`config.mk`:
```
export PLATFORM = sky130hd
export DESIGN_NAME = slew_rate_limiter
export DESIGN_NICKNAME = d
export VERILOG_FILES = /design/src/hdl/srl_pkg.sv /design/src/hdl/srl_mem.sv /design/src/hdl/slew_rate_limiter.sv
export VERILOG_INCLUDE_DIRS = /design/src /design/src/hdl
export SDC_FILE = /design/constraint.sdc
export NUM_CORES = 1
export LEC_CHECK = 0
export BUFFER_PORTS_ARGS = -buffer_cell sky130_fd_sc_hd__buf_2
export CORE_MARGIN = 2
export CORE_UTILIZATION = 40
export DETAILED_ROUTE_END_ITERATION = 10
export SLEW_MARGIN = 40
export SYNTH_ARGS = -nofsm -noshare
export SYNTH_HDL_FRONTEND = slang
export SYNTH_SLANG_ARGS = --single-unit
```
`constraint.sdc`:
```
create_clock -name clk -period 11.3 [get_ports clk]
set_input_delay 0.565 -clock clk [delete_from_list [all_inputs] [get_ports clk]]
set_output_delay 0.565 -clock clk [all_outputs]
set_load 0.1 [all_outputs]
```
`src/hdl/slew_rate_limiter_macros.svh`:
```
// Assertion helpers shared by the slew limiter RTL.
// Both macros expect a clock named clk in scope; SRL_ASSERT also expects a reset named rst.
`ifndef SLEW_RATE_LIMITER_MACROS_SVH
`define SLEW_RATE_LIMITER_MACROS_SVH

// Checked only outside reset.
`define SRL_ASSERT(lbl, prop, msg) \
  lbl: assert property (@(posedge clk) disable iff (rst) prop) else $error(msg);

// Checked on every edge, reset included.
`define SRL_ASSERT_ALWAYS(lbl, prop, msg) \
  lbl: assert property (@(posedge clk) prop) else $error(msg);

`endif

```
`src/hdl/srl_pkg.sv`:
```
// ----------------------------------------------------------------------------
// srl_pkg
// Types and constants shared by the slew limiter modules.
// ----------------------------------------------------------------------------
package srl_pkg;

  localparam int SAMPLE_W = 32;
  localparam int STEP_W   = 25;
  localparam int VOICE_W  = 4;
  localparam int CFG_IDX_W = 2;

  typedef logic signed [SAMPLE_W-1:0] sample_t;
  typedef logic [STEP_W-1:0]          step_t;
  typedef logic [VOICE_W-1:0]         voice_t;

  typedef enum logic [CFG_IDX_W-1:0] {
    CFG_STEP_UP   = 2'd0,
    CFG_STEP_DOWN = 2'd1,
    CFG_LEGATO    = 2'd2,
    CFG_UNUSED    = 2'd3
  } cfg_idx_t;

  // 0.5 in Q8.24; gate counts as high strictly above it
  localparam sample_t GATE_HALF = 32'sh0080_0000;

  localparam step_t STEP_RESET = 25'd761;

endpackage

```
`src/hdl/srl_mem.sv`:
```
// ----------------------------------------------------------------------------
// srl_mem
// Per-voice last-output store: one synchronous read port, one write port,
// per-entry valid bits so unwritten voices read as zero, and a bypass for a
// read that lands on the entry being written in the same cycle.
// ----------------------------------------------------------------------------
module srl_mem #(
  parameter int VOICES = 16,
  parameter int AW     = 4
) (
  input  logic                  clk,
  input  logic                  rst,
  input  logic                  rd_en,
  input  logic [AW-1:0]         rd_addr,
  input  logic                  wr_en,
  input  logic [AW-1:0]         wr_addr,
  input  srl_pkg::sample_t      wr_data,
  output srl_pkg::sample_t      rd_value
);
  import srl_pkg::*;

  sample_t            mem [VOICES];
  logic [VOICES-1:0]  vld;
  sample_t            rd_data;
  logic               rd_vld;
  logic               byp;
  sample_t            byp_data;

  always_ff @(posedge clk) begin
    if (wr_en) begin
      mem[wr_addr] <= wr_data;
    end
    if (rd_en) begin
      rd_data  <= mem[rd_addr];
      byp_data <= wr_data;
    end
  end

  always_ff @(posedge clk) begin
    if (rst) begin
      vld    <= '0;
      rd_vld <= 1'b0;
      byp    <= 1'b0;
    end else begin
      if (wr_en) begin
        vld[wr_addr] <= 1'b1;
      end
      if (rd_en) begin
        rd_vld <= vld[rd_addr];
        byp    <= wr_en && (wr_addr == rd_addr);
      end
    end
  end

  always_comb begin
    if (byp) begin
      rd_value = byp_data;
    end else if (rd_vld) begin
      rd_value = rd_data;
    end else begin
      rd_value = '0;
    end
  end

endmodule

```
`src/hdl/slew_rate_limiter.sv`:
```
// ----------------------------------------------------------------------------
// slew_rate_limiter
// Per-voice slew limiter for Q8.24 control-voltage samples.
// ----------------------------------------------------------------------------
// Takes one item per clock unless sample_stall is high and returns one result
// per item: the read stage reads the voice's last output from a synchronous
// memory, the next stage limits the move toward the new sample, writes it
// back and loads the output register. Back-to-back items on the same voice
// are forwarded around the memory, so throughput stays at one item per
// cycle as long as results are taken. In legato mode every item uses voice 0
// and the output jumps to the input unless the gate was above 0.5 on the
// previous legato item. Voice indexes at or above VOICES wrap modulo VOICES.
// Configuration may be written only while no item is in flight.
// ----------------------------------------------------------------------------
`include "slew_rate_limiter_macros.svh"

module slew_rate_limiter #(
  parameter int VOICES = 16
) (
  input  logic                         clk,
  input  logic                         rst,
  input  logic                         cfg_write,
  input  logic [srl_pkg::CFG_IDX_W-1:0] cfg_index,
  input  srl_pkg::step_t               cfg_data,
  input  logic                         sample_valid,
  output logic                         sample_stall,
  input  srl_pkg::voice_t              voice,
  input  srl_pkg::sample_t             sample_in,
  input  srl_pkg::sample_t             gate_in,
  output logic                         result_valid,
  input  logic                         result_stall,
  output srl_pkg::voice_t              voice_out,
  output srl_pkg::sample_t             sample_out
);
  import srl_pkg::*;

  localparam int AW = (VOICES > 1) ? $clog2(VOICES) : 1;

  typedef logic [15:0][AW-1:0] vmap_t;

  // voice -> voice modulo VOICES, built at elaboration
  function automatic vmap_t build_vmap();
    vmap_t m;
    int    r;
    r = 0;
    for (int i = 0; i < 16; i++) begin
      m[i] = AW'(r);
      r = (r == VOICES - 1) ? 0 : r + 1;
    end
    return m;
  endfunction

  localparam vmap_t VMAP = build_vmap();

  // configuration
  step_t step_up;
  step_t step_down;
  logic  legato_mode;
  logic  note_held;

  // read stage
  logic          s1_valid;
  logic [AW-1:0] s1_voice;
  sample_t       s1_sample;
  logic          s1_gate_hi;

  logic          accept;
  logic          s1_adv;
  logic [AW-1:0] rd_addr;
  sample_t       prev;

  logic signed [SAMPLE_W:0] prev33;
  logic signed [SAMPLE_W:0] x33;
  logic signed [SAMPLE_W:0] diff;
  logic signed [SAMPLE_W:0] up33;
  logic signed [SAMPLE_W:0] dn33;
  logic signed [SAMPLE_W:0] slew33;
  logic                     jump;
  sample_t                  result;

  always_ff @(posedge clk) begin
    if (rst) begin
      step_up     <= STEP_RESET;
      step_down   <= STEP_RESET;
      legato_mode <= 1'b0;
    end else if (cfg_write) begin
      unique case (cfg_idx_t'(cfg_index))
        CFG_STEP_UP:   step_up     <= cfg_data;
        CFG_STEP_DOWN: step_down   <= cfg_data;
        CFG_LEGATO:    legato_mode <= cfg_data[0];
        default: ;
      endcase
    end
  end

  assign s1_adv       = s1_valid && (!result_valid || !result_stall);
  assign sample_stall = s1_valid && !s1_adv;
  assign accept       = sample_valid && !sample_stall;
  assign rd_addr      = legato_mode ? '0 : VMAP[voice];

  srl_mem #(
    .VOICES (VOICES),
    .AW     (AW)
  ) u_mem (
    .clk      (clk),
    .rst      (rst),
    .rd_en    (accept),
    .rd_addr  (rd_addr),
    .wr_en    (s1_adv),
    .wr_addr  (s1_voice),
    .wr_data  (result),
    .rd_value (prev)
  );

  always_ff @(posedge clk) begin
    if (rst) begin
      s1_valid <= 1'b0;
    end else if (accept) begin
      s1_valid <= 1'b1;
    end else if (s1_adv) begin
      s1_valid <= 1'b0;
    end
  end

  always_ff @(posedge clk) begin
    if (accept) begin
      s1_voice   <= rd_addr;
      s1_sample  <= sample_in;
      s1_gate_hi <= (gate_in > GATE_HALF);
    end
  end

  // difference formed one bit wider so it never wraps
  always_comb begin
    prev33 = {prev[SAMPLE_W-1], prev};
    x33    = {s1_sample[SAMPLE_W-1], s1_sample};
    diff   = x33 - prev33;
    up33   = {{(SAMPLE_W + 1 - STEP_W){1'b0}}, step_up};
    dn33   = {{(SAMPLE_W + 1 - STEP_W){1'b0}}, step_down};
    if (diff > 0 && diff > up33) begin
      slew33 = prev33 + up33;
    end else if (diff <= 0 && diff < -dn33) begin
      slew33 = prev33 - dn33;
    end else begin
      slew33 = x33;
    end
    jump   = legato_mode && !note_held;
    result = jump ? s1_sample : sample_t'(slew33[SAMPLE_W-1:0]);
  end

  always_ff @(posedge clk) begin
    if (rst) begin
      note_held <= 1'b0;
    end else if (s1_adv && legato_mode) begin
      note_held <= s1_gate_hi;
    end
  end

  always_ff @(posedge clk) begin
    if (rst) begin
      result_valid <= 1'b0;
    end else if (s1_adv) begin
      result_valid <= 1'b1;
    end else if (!result_stall) begin
      result_valid <= 1'b0;
    end
  end

  always_ff @(posedge clk) begin
    if (s1_adv) begin
      voice_out  <= VOICE_W'(s1_voice);
      sample_out <= result;
    end
  end

  `SRL_ASSERT(a_rise_limited, s1_adv && !jump && diff > 0 |-> (slew33 - prev33) <= up33, "rise exceeds step_up")
  `SRL_ASSERT(a_fall_limited, s1_adv && !jump && diff <= 0 |-> (prev33 - slew33) <= dn33, "fall exceeds step_down")
  `SRL_ASSERT(a_result_from_stage, $rose(result_valid) |-> $past(s1_adv), "result without a finished item")
  `SRL_ASSERT(a_legato_voice0, s1_adv && legato_mode |=> voice_out == '0, "legato result not on voice 0")
  `SRL_ASSERT_ALWAYS(a_reset_empty, $past(rst) |-> !s1_valid && !result_valid, "pipeline not empty after reset")

endmodule
```
# Word-level counts from Yosys, hierarchy flattened
# Memories as Yosys holds them, arrays and structs flattened. A register that Yosys moved wholly into a read port is not among the register bits.
# Index checks and enable logic that the tools add are counted.
# classes
n_reduce_logical	20
muxes	17
add_sub_neg	4
n_eq_ne	4
order_cmp	9
n_bitwise	1
# ops
operator	count
32-bit 2-to-1 mux	5
33-bit by 1-bit greater-than comparator with 1-bit output (second input constant)	1
33-bit by 26-bit greater-than comparator with 1-bit output	1
33-bit by 1-bit less-or-equal comparator with 1-bit output (second input constant)	1
33-bit < comparator	1
25-bit negator with 33-bit output	1
32-bit by 32-bit subtractor with 33-bit output	1
32-bit by 26-bit adder with 32-bit output	1
32-bit by 25-bit greater-than comparator with 1-bit output (second input constant)	1
32-bit by 26-bit subtractor with 32-bit output	1
16-bit OR	1
4-bit by 5-bit < comparator with 1-bit output (second input constant)	3
1-bit logical AND	9
1-bit 2-to-1 mux	8
4-bit 2-to-1 mux	2
2-bit AND reduction	3
1-bit zero test	5
1-bit binary-select mux with 4-bit select	1
1-bit demux with 4-bit select	1
4-bit == test	1
4-bit by 1-bit >= comparator with 1-bit output (second input constant)	1
2-bit by 1-bit == test with 1-bit output (second input constant)	1
2-bit == test (second input constant)	1
2-bit zero test	1
other kinds (3)	3
# word_totals
reg_bits	177
n_memories	2
rom_bits	64
in_bits	100
mem_bits_rw	512
wordCells	72
# mem_list
memory	depth	word_bits	read_ports	rd_ports_with_merged_regs	wr	line	rtl
u_mem.mem	16	32	1	1	1	srl_mem.sv:22	sample_t mem [VOICES];
(no name shown)	16	4	1	0	0	slew_rate_limiter.sv:99	assign rd_addr = legato_mode ? '0 : VMAP[voice];

# Longest topological paths before layout
# depth
word_depth	8
ltp_mapped	30
mapped_depth_nobuf	24

# Hierarchy
# From an unflattened synthesis, not the netlist that was laid out.
# unflattened
cells_unflattened	2313
hier_area_um2	33781.1
# by_module_without_submodules
module	cells_each	seq_area_each_um2	area_each_um2	instances
srl_mem	917	17656.9	22263.9	1
slew_rate_limiter	1396	3273.1	11517.3	1

# Worst setup path before layout
# Ideal clock, no wire load.
# synth_timing
kind	register -> register
from	reg u_mem.byp
to	reg sample_out[0], data pin
n_path_buf	5
setup_ps	364
arrival_time_ps	6533
path_stages_with_launch	26
setup_slack_ps	4403
synth_period_minus_slack_ps	6897
cell_sequence	dfxtp_1 > clkbuf_1 > nor2b_1 > clkbuf_1 > clkbuf_1 > buf_1 > a22o_1 > ha_1 > inv_1 > fa_1 > a211oi_1 > o21a_1 > nor4b_2 > o41ai_1 > mux2_2 > and2_1 > ha_1 > nand4_1 > or3_1 > or3_1 > o21ba_2 > o31a_1 > nor3_2 > nor2_4 > buf_2 > a221oi_1
# synth_between
elab_chain_cells	7
elab_cells_between_ends	13
# synth_lines
element	line	rtl
from (decl)	srl_mem.sv:26	logic byp;
from (signal assigned)	srl_mem.sv:50	byp <= wr_en && (wr_addr == rd_addr);
32-bit 2-to-1 mux *	srl_mem.sv:56	if (byp) begin
32-bit by 32-bit subtractor with 33-bit output	slew_rate_limiter.sv:137	diff = x33 - prev33;
33-bit by 1-bit less-or-equal comparator with 1-bit output or 33-bit < comparator (tied branches)	slew_rate_limiter.sv:142	end else if (diff <= 0 && diff < -dn33) begin
1-bit logical AND	slew_rate_limiter.sv:142	
32-bit 2-to-1 mux	slew_rate_limiter.sv:142	
32-bit 2-to-1 mux *	slew_rate_limiter.sv:140	if (diff > 0 && diff > up33) begin
32-bit 2-to-1 mux *	slew_rate_limiter.sv:148	result = jump ? s1_sample : sample_t'(slew33[SAMPLE_W-1:0]);
named net result[0]	slew_rate_limiter.sv:79	sample_t result;
to (signal assigned)	slew_rate_limiter.sv:172	sample_out <= result;
to (decl)	slew_rate_limiter.sv:33	output srl_pkg::sample_t sample_out
# Mark *: on every way through the listed nets, which the timed path passes. The rest lies on a longest branch.
# A chain may end at the register's enable or synchronous reset.

# Final worst setup path
# layout_timing
from	reg u_mem.rd_vld
to	mem u_mem.mem[4][9] (netlist bit), data pin
# layout_between
elab_chain_cells	8
elab_cells_between_ends	14
# layout_lines
element	line	rtl
from (decl)	srl_mem.sv:25	logic rd_vld;
from (signal assigned)	srl_mem.sv:49	rd_vld <= vld[rd_addr];
32-bit 2-to-1 mux *	srl_mem.sv:58	end else if (rd_vld) begin
32-bit 2-to-1 mux *	srl_mem.sv:56	
32-bit by 32-bit subtractor with 33-bit output	slew_rate_limiter.sv:137	
33-bit by 1-bit less-or-equal comparator with 1-bit output or 33-bit < comparator (tied branches)	slew_rate_limiter.sv:142	
1-bit logical AND	slew_rate_limiter.sv:142	
32-bit 2-to-1 mux	slew_rate_limiter.sv:142	
32-bit 2-to-1 mux *	slew_rate_limiter.sv:140	
32-bit 2-to-1 mux *	slew_rate_limiter.sv:148	
named net result[9]	slew_rate_limiter.sv:79	
to (decl)	srl_mem.sv:22	
# Marks and branches as above.

==> out/qor_table.md <==
| Stage | Metric | This run |
|:---|:---|:---|
| outcome | Run status | complete, no violations |
| cts | Cell at the root of the clock tree | clkbuf_16 |
| route | Number of design-rule violations left by the first detailed-router iteration | 2016 |
| grt | Initial antenna violation count | 0 |
| grt | Tot GR Track Use | 0.2230 |
| route | ANT nets after route | 0 |
| route | Number of design rule violations left after detail routing | 0 |
| floorplan | Die X-Extent | 296.7 um |
| timing | Number of setup violations in the final report | 0 |
| cts | Post-CTS setup buffer count | 0 |
| setup path | Cell type of the slowest stage on the worst timing path | or3_1 |
| grt | Number of global-route vias before repair | 23370 |
| placement | Placed wire-length estimate after detailed placement | 64740 um |
| final layout | Most common cell after layout, fill and taps aside | edfxtp_1 |
| grt | Maximum number of pins on one net before global-route repair | 78 |
| timing | Setup TNS | 0 ps |
| power | Ratio of total power to cell area | 168.3 nW/um^2 |
| setup path | Critical Path Sink Type | flop |
| setup path | Worst R2R Path Depth | 21 |
| cts | Max clock buf depth | 3 |
| floorplan | Die Outline Area | 88040 sq um |
| route | Routed length per placed instance | 24.91 um |
| setup path | Largest incremental delay on the critical path | 640 ps |
| setup path | Setup Crit Path Kind | flop to flop |
| grt | Total global routing overflow | 0 |
| floorplan | Vertical extent of the die | 296.7 um |
| setup path | Data arrival at the endpoint of the critical path | 7360 ps |
| placement | Port bufs | 137 |
| timing | Actual slew at the worst max-slew pin | 878.6 ps |
| yosys | Synth async-reset ratio | 0 |
| timing | Fmax achieved | 142.0 MHz |
| timing | Final critical-path share of the clock period | 0.6231 |
| yosys | Number of storage elements in the synthesis netlist | 721 |
| route | First-pass DRT Iterations | 7 |
| yosys | Combined area of all synthesized cells | 34270 sq um |
| setup path | Chain of cells forming the critical path | nor2b_2 -> buf_4 -> a22o_1 -> ha_1 -> inv_1 -> fa_1 -> a211oi_1 -> o21a_1 -> nor4b_2 -> o41ai_1 -> mux2_2 -> and2_1 -> ha_1 -> nand4_1 -> or3_1 -> or3_1 -> o21ba_2 -> o31a_1 -> or3_1 -> nor2_1 -> a221o_1 |
| worst hold path | Cell depth of the worst hold path | 1 |
| final layout | Filler Cell Count | 7599 |
| final layout | Syn-to-layout area delta | 13.55% |
| floorplan | Area inside the core boundary | 85010 sq um |
| timing | Final count of hold timing violations | 0 |
| setup path | Startpoint of the worst register-to-register path | u_mem.rd_vld |
| final layout | End-of-flow core utilization | 0.4578 |
| route | Via density | 5.797 |
| floorplan | Standard-cell row count | 107 |
| final layout | Fraction of final layout cells with drive strength greater than 1 | 0.1718 |
| route | Via count of the routed design | 23470 |
| cts | Worst-Skew Late Latency | 630 ps |
| timing | Worst rel slew slack | 0.4143 |
| cts | Num CTS Buffers | 75 |
| worst hold path | Capture endpoint of the worst hold path | s1_sample[4] |
| cts | TritonCTS clock tree | yes |
| final layout | Commonest non-fill, non-tap cells in the layout | edfxtp_1, a21oi_1, nand2_1, o21ai_0, nor2_1 |
| yosys | Syn_area_per_cell | 12.65 sq um |
| yosys | Number of instances in the synthesized netlist | 2710 |
| cts | Count of hold-fix buffers inserted at cts | 0 |
| cts | Number of gates resized after cts | 0 |
| job | Maximum Capacitance Violations | 0 |
| cts | CTS H-tree depth | 3 |
| power | Worst vdd ir | 0.1056 mV |
| setup path | Critical Path RT | 11620 ps |
| setup path | Most common cell type on the critical path | or3_1 |
| yosys | Nets in the synthesized netlist | 2952 |
| floorplan | Effective utilization at floorplan | 0.4031 |
| grt | Global-route wire length before repair | 148800 um |
| worst hold path | Worst min path class | input port to flop |
| yosys | Warnings from Yosys | 0 |
| final layout | Number of nets in the layout | 3086 |
| yosys | Sequential cell area fraction in the yosys report | 0.6107 |
| timing | Setup repair after global routing missed its margin | no |
| floorplan | Top-level port count | 138 |
| cts | Clock slew at reported path FFs | 60 ps |
| setup path | Worst reg2reg path endpoint | u_mem.mem[4][9] |
| power | Lkg Pwr | 13.80 nW |
| setup path | Maximum fanout along the worst path | 32 |
| worst hold path | Worst min-delay path startpoint | sample_in[4] |
| yosys | Number of distinct standard cells referenced by the synthesized netlist | 85 |
| cts | Clock tree sinks | 721 |
| setup path | Register-to-register setup slack | 4260 ps |
| placement | Routability cong. | 0.8851 |
| yosys | EDFF count, synth | 649 |
| timing | Worst Skew | 30.03 ps |
| route | Final WL | 100900 um |
| timing | Number of max-slew violations in the final report | 0 |
| yosys | Dominant register cell in the synthesized netlist | edfxtp_1 |
| timing | Post-route minimum period | 7041 ps |
| setup path | CP startpoint kind | flop |
-- per-layer routing --
layer  wire length (um)  share of wire  global-route usage
met3               6143          0.061             0.02919
met2              48120           0.48              0.3702
met4               2293          0.023             0.06019
met5                  0              0                   0
met1              44320           0.44              0.3076
-- worst max-delay path by stage --
stage,from,end,slack [ps],cells past startpoint
2_1_floorplan,u_mem.byp,sample_out[0],4400,25
4_1_cts,u_mem.rd_vld,u_mem.mem[8][2],4270,20
3_3_place_gp,u_mem.rd_vld,u_mem.mem[14][31],4290,21
5_1_grt,u_mem.rd_vld,u_mem.mem[0][29],3760,23
6_report,u_mem.rd_vld,u_mem.mem[4][9],4260,21
3_5_place_dp,u_mem.rd_vld,u_mem.mem[5][2],4330,20
-- sequential cells by signal (all words and copies together) (netlist names), 4 cells and up --
signal and count:
u_mem.mem 512, step_up 25, s1_sample 32, u_mem.vld 16, voice_out 4, u_mem.byp_data 32
s1_voice 4, sample_out 32, step_down 25, u_mem.rd_data 32
-- worst max-delay path, delay by kind of cell, from the launching register on --
| family | cells | cell delay, ps |
|---|---|---|
| AO/OA/AOI/OAI | 7 | 2580 |
| AND/OR/NAND/NOR | 8 | 2060 |
| buffers and inverters | 2 | 410 |
| adder cells (fa/ha/maj) | 3 | 890 |
| flip-flops | 1 | 340 |
| multiplexers | 1 | 420 |
-- layout make-up --
class	count	area (sq um)	area share
tap	1144	1431	0.03678
timing repair buffer	193	1192	0.03064
sequential	721	20930	0.5379
inverter	108	405.4	0.01042
antenna	1	2.502	0.00006430
multi-input combinational	1745	12590	0.3236
clock buffer	90	1943	0.04993
clock inverter	47	415.4	0.01067
-- cells by family (layout without fill, tap and decap cells) --
kind of cell,count (synthesis),in the layout,share of synthesized area
and+or+nand+nor,554,554,0.07692
DFF,721,721,0.6107
buffers and inverters,244,438,0.02785
muxes,203,203,0.06414
other,0,1,0
AOI/OAI and AO/OA,750,750,0.1434
adders and majority gates,142,142,0.05250
xor gates and xnor gates,96,96,0.02453
-- synth_stat cells (19+ instances only) --
cell type  count  area share
dfxtp_1       72       0.042
nor2_1       153       0.017
nand2_1      184       0.020
a21oi_1      262       0.038
inv_1        108       0.012
a221o_1       19      0.0055
mux2_2       133       0.044
ha_1         139       0.051
nand3_1       30      0.0044
a221oi_1      37      0.0095
clkbuf_1     111       0.012
edfxtp_1     649        0.57
a32o_1        34      0.0099
a21o_1        37      0.0081
nor2b_1       23      0.0042
a22o_1        28      0.0072
xor2_1        33      0.0084
a22oi_1       40      0.0088
nor3_1        43      0.0063
mux2i_1       70       0.020
xnor2_1       63       0.016
nand4_1       21      0.0038
o21ai_0      160       0.023
-- stage by stage --
stage                     std cells  worst slack (ps)  instance area [sq um]  total power [mW]  hold slack, ps
after detailed placement       3908              4325                  36520             4.218           454.6
after global routing           4048              3760                  38910             6.778           74.11
after floorplan                2710              4403                  34270             3.874           424.4
after global placement         3905              4290                  36410             4.193           443.4
after CTS                      4045              4273                  38880             6.579           65.97
final                          4049              4259                  38920             6.548           104.2
-- where the power goes --
part	leakage, nW	internal (mW)	total [mW]	switching (mW)
clock network	1.15	1.32	2.37	1.05
logic	6.08	0.314	1.02	0.705
registers	6.57	3.11	3.16	0.0486
total	13.8	4.74	6.55	1.81
No activity file was read; power rests on OpenSTA's default activity.
